==> config.mk <==
export PLATFORM = sky130hd
export DESIGN_NAME = integer_field_formatter
export DESIGN_NICKNAME = d
export VERILOG_FILES = /design/src/hw/rtl/iff_pkg.sv /design/src/hw/rtl/integer_field_formatter.sv /design/src/hw/rtl/iff_digit_cell.sv /design/src/hw/rtl/iff_digit_chain.sv
export SDC_FILE = /design/constraint.sdc
export NUM_CORES = 1
export LEC_CHECK = 0
export BUFFER_PORTS_ARGS = -buffer_cell sky130_fd_sc_hd__buf_2
export CAP_MARGIN = 10
export CORE_MARGIN = 4
export CORE_UTILIZATION = 53
export DETAILED_ROUTE_END_ITERATION = 8
export PLACE_DENSITY = 0.77
export SLEW_MARGIN = 5
export SYNTH_ARGS = -nofsm -noshare
export SYNTH_HDL_FRONTEND = slang
export SYNTH_HIERARCHICAL = 1
export SYNTH_SLANG_ARGS = --single-unit
export TNS_END_PERCENT = 5
==> constraint.sdc <==
create_clock -name clk -period 16.95 [get_ports clk]
set_clock_uncertainty 0.1 [all_clocks]
set_input_delay 4.2375 -clock clk [delete_from_list [all_inputs] [get_ports clk]]
set_output_delay 4.2375 -clock clk [all_outputs]
set_load 0.05 [all_outputs]
==> src/hw/rtl/iff_pkg.sv <==
// Package for the integer field formatter: widths, codes and character constants.
// Used by every module of the formatter.
package iff_pkg;

    localparam int MAX_FIELD_DEF     = 48;
    localparam int MAX_PRECISION_DEF = 40;
    localparam int DIGIT_CELLS       = 20;  // 64-bit decimal has at most 20 digits

    // Conversion kinds.
    localparam logic [2:0] FUNC_SDEC = 3'd0;
    localparam logic [2:0] FUNC_UDEC = 3'd1;
    localparam logic [2:0] FUNC_OCT  = 3'd2;
    localparam logic [2:0] FUNC_HEXL = 3'd3;
    localparam logic [2:0] FUNC_HEXU = 3'd4;

    // Operand sizes.
    localparam logic [1:0] SIZE_32 = 2'd0;
    localparam logic [1:0] SIZE_16 = 2'd1;
    localparam logic [1:0] SIZE_64 = 2'd2;

    // Radix selection for the digit cells.
    localparam logic [1:0] RADIX_DEC = 2'd0;
    localparam logic [1:0] RADIX_OCT = 2'd1;
    localparam logic [1:0] RADIX_HEX = 2'd2;

    // Leading sign character of a signed decimal field.
    localparam logic [1:0] SIGN_NONE  = 2'd0;
    localparam logic [1:0] SIGN_MINUS = 2'd1;
    localparam logic [1:0] SIGN_PLUS  = 2'd2;
    localparam logic [1:0] SIGN_SPACE = 2'd3;

    localparam logic [7:0] CH_ZERO  = 8'h30;
    localparam logic [7:0] CH_X     = 8'h78;
    localparam logic [7:0] CH_LOWA  = 8'h57;  // 'a' - 10
    localparam logic [7:0] CH_UPA   = 8'h37;  // 'A' - 10
    localparam logic [7:0] CH_SPACE = 8'h20;
    localparam logic [7:0] CH_PLUS  = 8'h2B;
    localparam logic [7:0] CH_MINUS = 8'h2D;

    typedef enum logic [1:0] {
        ST_IDLE,
        ST_CONV,
        ST_EMIT
    } state_t;

    // Control from the sequencer to the digit cells.
    typedef struct packed {
        logic       load;   // clear the chain for a new request
        logic       shift;  // shift in one magnitude bit
        logic [1:0] radix;  // RADIX_DEC, RADIX_OCT or RADIX_HEX
        logic       bit_in; // magnitude bit, most significant first
    } cell_ctl_t;

    // Digit value to ASCII.
    function automatic logic [7:0] digit_char(input logic [3:0] d, input logic upper);
        logic [7:0] base_c;
        begin
            base_c = upper ? CH_UPA : CH_LOWA;
            digit_char = (d < 4'd10) ? (CH_ZERO + {4'd0, d}) : (base_c + {4'd0, d});
        end
    endfunction

endpackage

==> src/hw/rtl/integer_field_formatter.sv <==
// Integer field formatter top level: sequencer, digit chain and output register.
// Conversion: one magnitude bit per cycle through the digit chain in ST_CONV; the first
// character is registered in ST_EMIT after the whole magnitude is shifted in, then one
// character per cycle while the sink is ready. One request at a time: the next is taken
// once the last character is registered.
// Reset (rst_n, asynchronous, active low) returns to idle with no character pending.
module integer_field_formatter
    import iff_pkg::*;
#(
    parameter int MAX_FIELD     = MAX_FIELD_DEF,
    parameter int MAX_PRECISION = MAX_PRECISION_DEF
)
(
    input  logic        clk,
    input  logic        rst_n,
    input  logic        s_tvalid,
    output logic        s_tready,
    // [2:0] func, [4:3] size_mode, [68:5] value, [69] left_justify, [70] plus_sign,
    // [71] space_sign, [72] alternate_form, [73] zero_pad, [79:74] width,
    // [80] precision_given, [86:81] precision, [87] unused
    input  logic [87:0] s_tdata,
    output logic        m_tvalid,
    input  logic        m_tready,
    // [7:0] character
    output logic [7:0]  m_tdata,
    output logic        m_tlast
);

    localparam int CW = $clog2(MAX_FIELD + MAX_PRECISION + 32);

    state_t state_reg, state_next;

    logic [63:0] mag_reg, mag_next;
    logic [6:0]  bitcnt_reg, bitcnt_next;
    logic [2:0]  func_reg;
    logic        left_reg, zpad_reg, pgiven_reg, alt_reg;
    logic [1:0]  sign_reg;          // one of the SIGN_* codes
    logic [CW-1:0] w_reg, p_reg;
    logic [CW-1:0] pos_reg, pos_next;
    logic        mv_reg, mv_next;
    logic [7:0]  mch_reg, mch_next;
    logic        ml_reg, ml_next;

    cell_ctl_t   ctl;
    logic [DIGIT_CELLS*4-1:0] digits;

    // Input field decode.
    logic [2:0]  in_func;
    logic [1:0]  in_size;
    logic [63:0] in_val;
    logic [5:0]  in_w, in_p;
    logic [63:0] in_mag;
    logic        in_neg;
    logic [1:0]  in_sign;

    assign in_func = s_tdata[2:0];
    assign in_size = s_tdata[4:3];
    assign in_val  = s_tdata[68:5];
    assign in_w    = s_tdata[79:74];
    assign in_p    = s_tdata[86:81];

    // Magnitude and sign selection.
    always_comb
    begin
        in_neg = 1'b0;
        if (in_func == FUNC_SDEC)
        begin
            case (in_size)
                SIZE_16: in_neg = in_val[15];
                SIZE_64: in_neg = in_val[63];
                default: in_neg = in_val[31];
            endcase
        end
        if (in_func == FUNC_SDEC || in_func == FUNC_UDEC)
        begin
            case (in_size)
                SIZE_16: in_mag = {48'd0, in_val[15:0]};
                SIZE_64: in_mag = in_val;
                default: in_mag = {32'd0, in_val[31:0]};
            endcase
        end
        else
        begin
            in_mag = (in_size == SIZE_16) ? {48'd0, in_val[15:0]} : {32'd0, in_val[31:0]};
        end
        if (in_neg)
        begin
            in_mag = 64'd0 - in_mag;
            if (in_size == SIZE_16) in_mag = {48'd0, in_mag[15:0]};
            else if (in_size != SIZE_64) in_mag = {32'd0, in_mag[31:0]};
        end
        if (in_func != FUNC_SDEC) in_sign = SIGN_NONE;
        else if (in_neg)          in_sign = SIGN_MINUS;
        else if (s_tdata[70])     in_sign = SIGN_PLUS;
        else if (s_tdata[71])     in_sign = SIGN_SPACE;
        else                      in_sign = SIGN_NONE;
    end

    // Digit count: index of the highest nonzero digit plus one, at least one.
    logic [4:0] ndig;
    always_comb
    begin
        ndig = 5'd1;
        for (int i = 1; i < DIGIT_CELLS; i++)
        begin
            if (digits[i*4 +: 4] != 4'd0) ndig = 5'(i + 1);
        end
    end

    // Field layout: [sign][prefix][zeros][digits], padding placed per flags.
    logic [CW-1:0] nsign, npfx, nz, nbody, npad, total;
    logic          oct_nz;
    always_comb
    begin
        oct_nz = (func_reg == FUNC_OCT) && alt_reg && (digits != '0);
        nsign = (sign_reg != SIGN_NONE) ? CW'(1) : CW'(0);
        if (func_reg == FUNC_HEXL || func_reg == FUNC_HEXU) npfx = alt_reg ? CW'(2) : CW'(0);
        else npfx = oct_nz ? CW'(1) : CW'(0);
        nz = (p_reg > CW'(ndig)) ? p_reg - CW'(ndig) : CW'(0);
        nbody = nsign + npfx + nz + CW'(ndig);
        npad = (w_reg > nbody) ? w_reg - nbody : CW'(0);
        total = nbody + npad;
        if (total > CW'(MAX_FIELD)) total = CW'(MAX_FIELD);
    end

    // Character at the current position.
    logic [7:0]    ch;
    logic [CW-1:0] q, dgi;
    logic          zmode;
    logic [7:0]    sign_ch;
    always_comb
    begin
        zmode = !left_reg && zpad_reg && !pgiven_reg;
        case (sign_reg)
            SIGN_MINUS: sign_ch = CH_MINUS;
            SIGN_PLUS:  sign_ch = CH_PLUS;
            default:    sign_ch = CH_SPACE;
        endcase
        ch = CH_SPACE;
        q = '0;
        dgi = '0;
        if (left_reg)
        begin
            q = pos_reg;
        end
        else if (zmode)
        begin
            if (pos_reg < nsign) q = pos_reg;
            else if (pos_reg < nsign + npad) q = '1;
            else q = pos_reg - npad;
        end
        else
        begin
            q = (pos_reg < npad) ? '1 : pos_reg - npad;
        end
        if (q == '1)
        begin
            ch = zmode ? CH_ZERO : CH_SPACE;
        end
        else if (q >= nbody)
        begin
            ch = CH_SPACE;
        end
        else if (q < nsign)
        begin
            ch = sign_ch;
        end
        else if (q < nsign + npfx)
        begin
            ch = (q == nsign) ? CH_ZERO : CH_X;
        end
        else if (q < nsign + npfx + nz)
        begin
            ch = CH_ZERO;
        end
        else
        begin
            dgi = nbody - CW'(1) - q;
            ch = digit_char(digits[dgi[4:0]*4 +: 4], func_reg == FUNC_HEXU);
        end
    end

    assign s_tready = (state_reg == ST_IDLE);

    // Sequencer.
    always_comb
    begin
        state_next = state_reg;
        mag_next = mag_reg;
        bitcnt_next = bitcnt_reg;
        pos_next = pos_reg;
        mv_next = mv_reg;
        mch_next = mch_reg;
        ml_next = ml_reg;
        ctl.load = 1'b0;
        ctl.shift = 1'b0;
        ctl.bit_in = mag_reg[63];
        case (func_reg)
            FUNC_OCT:  ctl.radix = RADIX_OCT;
            FUNC_HEXL,
            FUNC_HEXU: ctl.radix = RADIX_HEX;
            default:   ctl.radix = RADIX_DEC;
        endcase
        if (mv_reg && m_tready) mv_next = 1'b0;
        case (state_reg)
            ST_IDLE:
            begin
                if (s_tvalid && in_func <= FUNC_HEXU)
                begin
                    ctl.load = 1'b1;
                    mag_next = in_mag;
                    bitcnt_next = 7'd0;
                    state_next = ST_CONV;
                end
            end
            ST_CONV:
            begin
                ctl.shift = 1'b1;
                mag_next = {mag_reg[62:0], 1'b0};
                bitcnt_next = bitcnt_reg + 7'd1;
                if (bitcnt_reg == 7'd63)
                begin
                    pos_next = '0;
                    state_next = ST_EMIT;
                end
            end
            ST_EMIT:
            begin
                if (!mv_reg || m_tready)
                begin
                    mv_next = 1'b1;
                    mch_next = ch;
                    ml_next = (pos_reg + CW'(1) == total);
                    pos_next = pos_reg + CW'(1);
                    if (pos_reg + CW'(1) == total) state_next = ST_IDLE;
                end
            end
            default: state_next = ST_IDLE;
        endcase
    end

    always_ff @(posedge clk or negedge rst_n)
    begin
        if (!rst_n)
        begin
            state_reg <= ST_IDLE;
            mv_reg <= 1'b0;
        end
        else
        begin
            state_reg <= state_next;
            mv_reg <= mv_next;
        end
    end

    // Payload registers.
    always_ff @(posedge clk)
    begin
        mag_reg <= mag_next;
        bitcnt_reg <= bitcnt_next;
        pos_reg <= pos_next;
        mch_reg <= mch_next;
        ml_reg <= ml_next;
        if (s_tready && s_tvalid)
        begin
            func_reg <= in_func;
            left_reg <= s_tdata[69];
            alt_reg <= s_tdata[72];
            zpad_reg <= s_tdata[73];
            pgiven_reg <= s_tdata[80];
            sign_reg <= in_sign;
            w_reg <= (CW'(in_w) > CW'(MAX_FIELD)) ? CW'(MAX_FIELD) : CW'(in_w);
            if (!s_tdata[80]) p_reg <= CW'(1);
            else p_reg <= (CW'(in_p) > CW'(MAX_PRECISION)) ? CW'(MAX_PRECISION) : CW'(in_p);
        end
    end

    iff_digit_chain u_chain (
        .clk    (clk),
        .rst_n  (rst_n),
        .ctl    (ctl),
        .digits (digits)
    );

    assign m_tvalid = mv_reg;
    assign m_tdata  = mch_reg;
    assign m_tlast  = ml_reg;

endmodule

==> src/hw/rtl/iff_digit_cell.sv <==
// One digit cell of the conversion chain: a shift-and-adjust digit register.
// Depends on iff_pkg.
module iff_digit_cell
    import iff_pkg::*;
(
    input  logic      clk,
    input  logic      rst_n,
    input  cell_ctl_t ctl,
    input  logic      carry_in,   // bit from the lower neighbor
    output logic      carry_out,  // bit handed to the upper neighbor
    output logic [3:0] digit
);

    logic [3:0] d_reg;
    logic [3:0] d_next;
    logic [3:0] adj;

    // Decimal digits get add-3 before the shift; octal and hex shift plainly.
    always_comb
    begin
        adj = d_reg;
        if (ctl.radix == RADIX_DEC && d_reg >= 4'd5)
        begin
            adj = d_reg + 4'd3;
        end
        d_next = d_reg;
        carry_out = 1'b0;
        case (ctl.radix)
            RADIX_DEC:
            begin
                carry_out = adj[3];
                d_next = {adj[2:0], carry_in};
            end
            RADIX_OCT:
            begin
                carry_out = d_reg[2];
                d_next = {1'b0, d_reg[1:0], carry_in};
            end
            default:
            begin
                carry_out = d_reg[3];
                d_next = {d_reg[2:0], carry_in};
            end
        endcase
        if (ctl.load)
        begin
            d_next = 4'd0;
        end
        else if (!ctl.shift)
        begin
            d_next = d_reg;
        end
    end

    always_ff @(posedge clk or negedge rst_n)
    begin
        if (!rst_n)
        begin
            d_reg <= 4'd0;
        end
        else
        begin
            d_reg <= d_next;
        end
    end

    assign digit = d_reg;

endmodule

==> src/hw/rtl/iff_digit_chain.sv <==
// Row of digit cells that turns a binary magnitude into decimal, octal or hex digits.
// Depends on iff_pkg and iff_digit_cell.
module iff_digit_chain
    import iff_pkg::*;
(
    input  logic      clk,
    input  logic      rst_n,
    input  cell_ctl_t ctl,
    output logic [DIGIT_CELLS*4-1:0] digits
);

    logic [DIGIT_CELLS:0] carry;

    assign carry[0] = ctl.bit_in;

    for (genvar g = 0; g < DIGIT_CELLS; g++)
    begin : g_cell
        iff_digit_cell u_cell (
            .clk       (clk),
            .rst_n     (rst_n),
            .ctl       (ctl),
            .carry_in  (carry[g]),
            .carry_out (carry[g+1]),
            .digit     (digits[g*4 +: 4])
        );
    end

endmodule
==> flow_summary.toml <==
[floorplanning]
core_mm2 = 0.0309
die_area_mm2 = 0.0345
start_util = 0.542
io_pins = 103
die_w_um = 186
fp.dieH_um = 186
num_rows = 64

[routing]
via_count = 15463
dr.first_iter.drc_count = 1310
firstDrtPassIters = 6
wire_per_inst_um = 17.9
detail_route.vias_per_cell = 6.38
postRouteWirelength_um = 43400
drc = 0
ant_nets = 0

[cts]
cts_buffers = 17
cts.sink_count = 190
cts_hold_repair.buffers = 0
cts_htree_levels = 4
post-cts-setup-buffers = 0
cts_buffer_depth = 2
cts_root_buf = "clkbuf_16"
cts_resized = 0
cts_tree = "built"
clk_pin_slew_ps = 70
insertion_delay_ps = 460

[sta]
min_period_ps = 13060
setup_viol = 0
finalWorstSetupSlack_ps = 3890
worst_pin_slew_ps = 1050
timing.hold.ws_ps = 410
max_clock_freq_ghz = 0.0766
slew_headroom = 0.297
rsz0062_at_grt = "no"
fin_setup_tns_ps = 0
hold_violations = 0
slew_violations = 0
timing.final.crit_share = 0.771

[cells_and_area]
num_antenna_cells = 0
n_fill_cell = 2753
area_delta_synth_final_pct = 8.70
largest_register_ffs = 80
nNetsFinal = 2220
stdcell_area_mm2 = 0.0182
layout-drive-gt1-share = 0.117

[worst_setup_path]
slowest_stage = "ha_1"
cp_max_fo = 20
cp-startpoint = "u_chain/g_cell[1].u_cell/digit[0]"
path_depth = 50
critPathArrivalTime_ps = 13170
critPathKind = "reg2reg"
critPathCaptureType = "register"
cp_top_family = "compound AO/OA/AOI/OAI gates"
cp-endpoint = "m_tdata[6]"
r2r_setup_slack_ps = 3890
cp-start-kind = "register"
r2r_cells = 50
path_buf_inv = 4
regToRegEndpoint = "m_tdata[6]"
cp_data_required_time_ps = 17060
r2r-start = "u_chain/g_cell[1].u_cell/digit[0]"
slowest_delay_ps = 940
path_common_cell = "ha_1"

[global_routing]
grt_overflow = 0
grt_pass1_vias = 14761
grt_pass1_wl_um = 71100
grt_max_degree = 137
grtUsageTotal = 0.248
antenna_found_initial = 0

[placed_design]
dpl_worst_slack_ps = 4030
io_buffers = 100
place_congestion = 0.926
hpwl_um = 30300
post_dp_cell_area_mm2 = 0.0176

[synth]
synth_area_mm2 = 0.0167
synth_cells = 1950
ys_warn_count = 6
syn_avg_cell_area_um2 = 8.59
synthesis.nets = 2155

[hold_path]
hp-class = "reg2reg"

[run]
cap_violations = 0

[status]
outcome = "complete, no violations"
## per-stage QoR
step	cells	util
2_1_floorplan	1950	-
3_3_place_gp	2391	0.570
3_5_place_dp	2391	0.570
4_1_cts	2423	0.589
5_1_grt	2424	0.589
6_report	2424	0.589
## placed cells by master, fill, tap and decap left out, types with 41 or more instances in the layout
cell type / instances
a21oi_1: 127
a311oi_1: 41
buf_2: 99
dfrtp_1: 83
edfxtp_1: 107
ha_1: 107
inv_1: 148
nand2_1: 128
nand3_1: 47
nor2_1: 221
o21ai_0: 138
o31ai_1: 48
or4_1: 55
## worst register-to-register path, delay by kind of cell (launching register included)
| kind | cells | cell delay (ps) |
|---|---|---|
| simple gates | 12 | 2610 |
| flops | 1 | 470 |
| fa+ha+maj | 9 | 3230 |
| mux | 3 | 1260 |
| buf+inv | 4 | 480 |
| xor+xnor | 3 | 850 |
| compound gates | 19 | 3820 |
## final cells by class
| type | instances | area (um^2) | share of cell area |
|---|---|---|---|
| multi-input combinational | 1534 | 10600 | 0.584 |
| tap | 396 | 495 | 0.0272 |
| timing repair buffer | 119 | 643 | 0.0353 |
| clock inverter | 11 | 105 | 0.00577 |
| clock buffer | 21 | 462 | 0.0254 |
| sequential | 190 | 5290 | 0.291 |
| inverter | 153 | 579 | 0.0318 |
## per-layer routing
metal,GRT usage,vias up,share of wire
met2,0.415,533,0.48
met3,0.0434,85,0.058
li1,-,7459,-
met4,0.0825,0,0.024
met5,0,-,0
met1,0.327,7386,0.44
## worst min-delay path by stage
stage                            from                           endpoint  slack [ps]  depth (start not counted)
after floorplan           mag_reg[63]  u_chain/g_cell[0].u_cell/digit[0]         370                          2
after global placement    mag_reg[63]  u_chain/g_cell[0].u_cell/digit[0]         380                          2
after detailed placement  mag_reg[63]  u_chain/g_cell[0].u_cell/digit[0]         400                          2
after CTS                 mag_reg[63]  u_chain/g_cell[0].u_cell/digit[0]         420                          2
after global routing      mag_reg[49]                        mag_reg[50]         440                          2
final                     mag_reg[63]  u_chain/g_cell[0].u_cell/digit[0]         410                          2
Power is left out: the tool's default activity adds up to more than one toggle a clock period on the data nets, which glitch-free logic cannot reach.
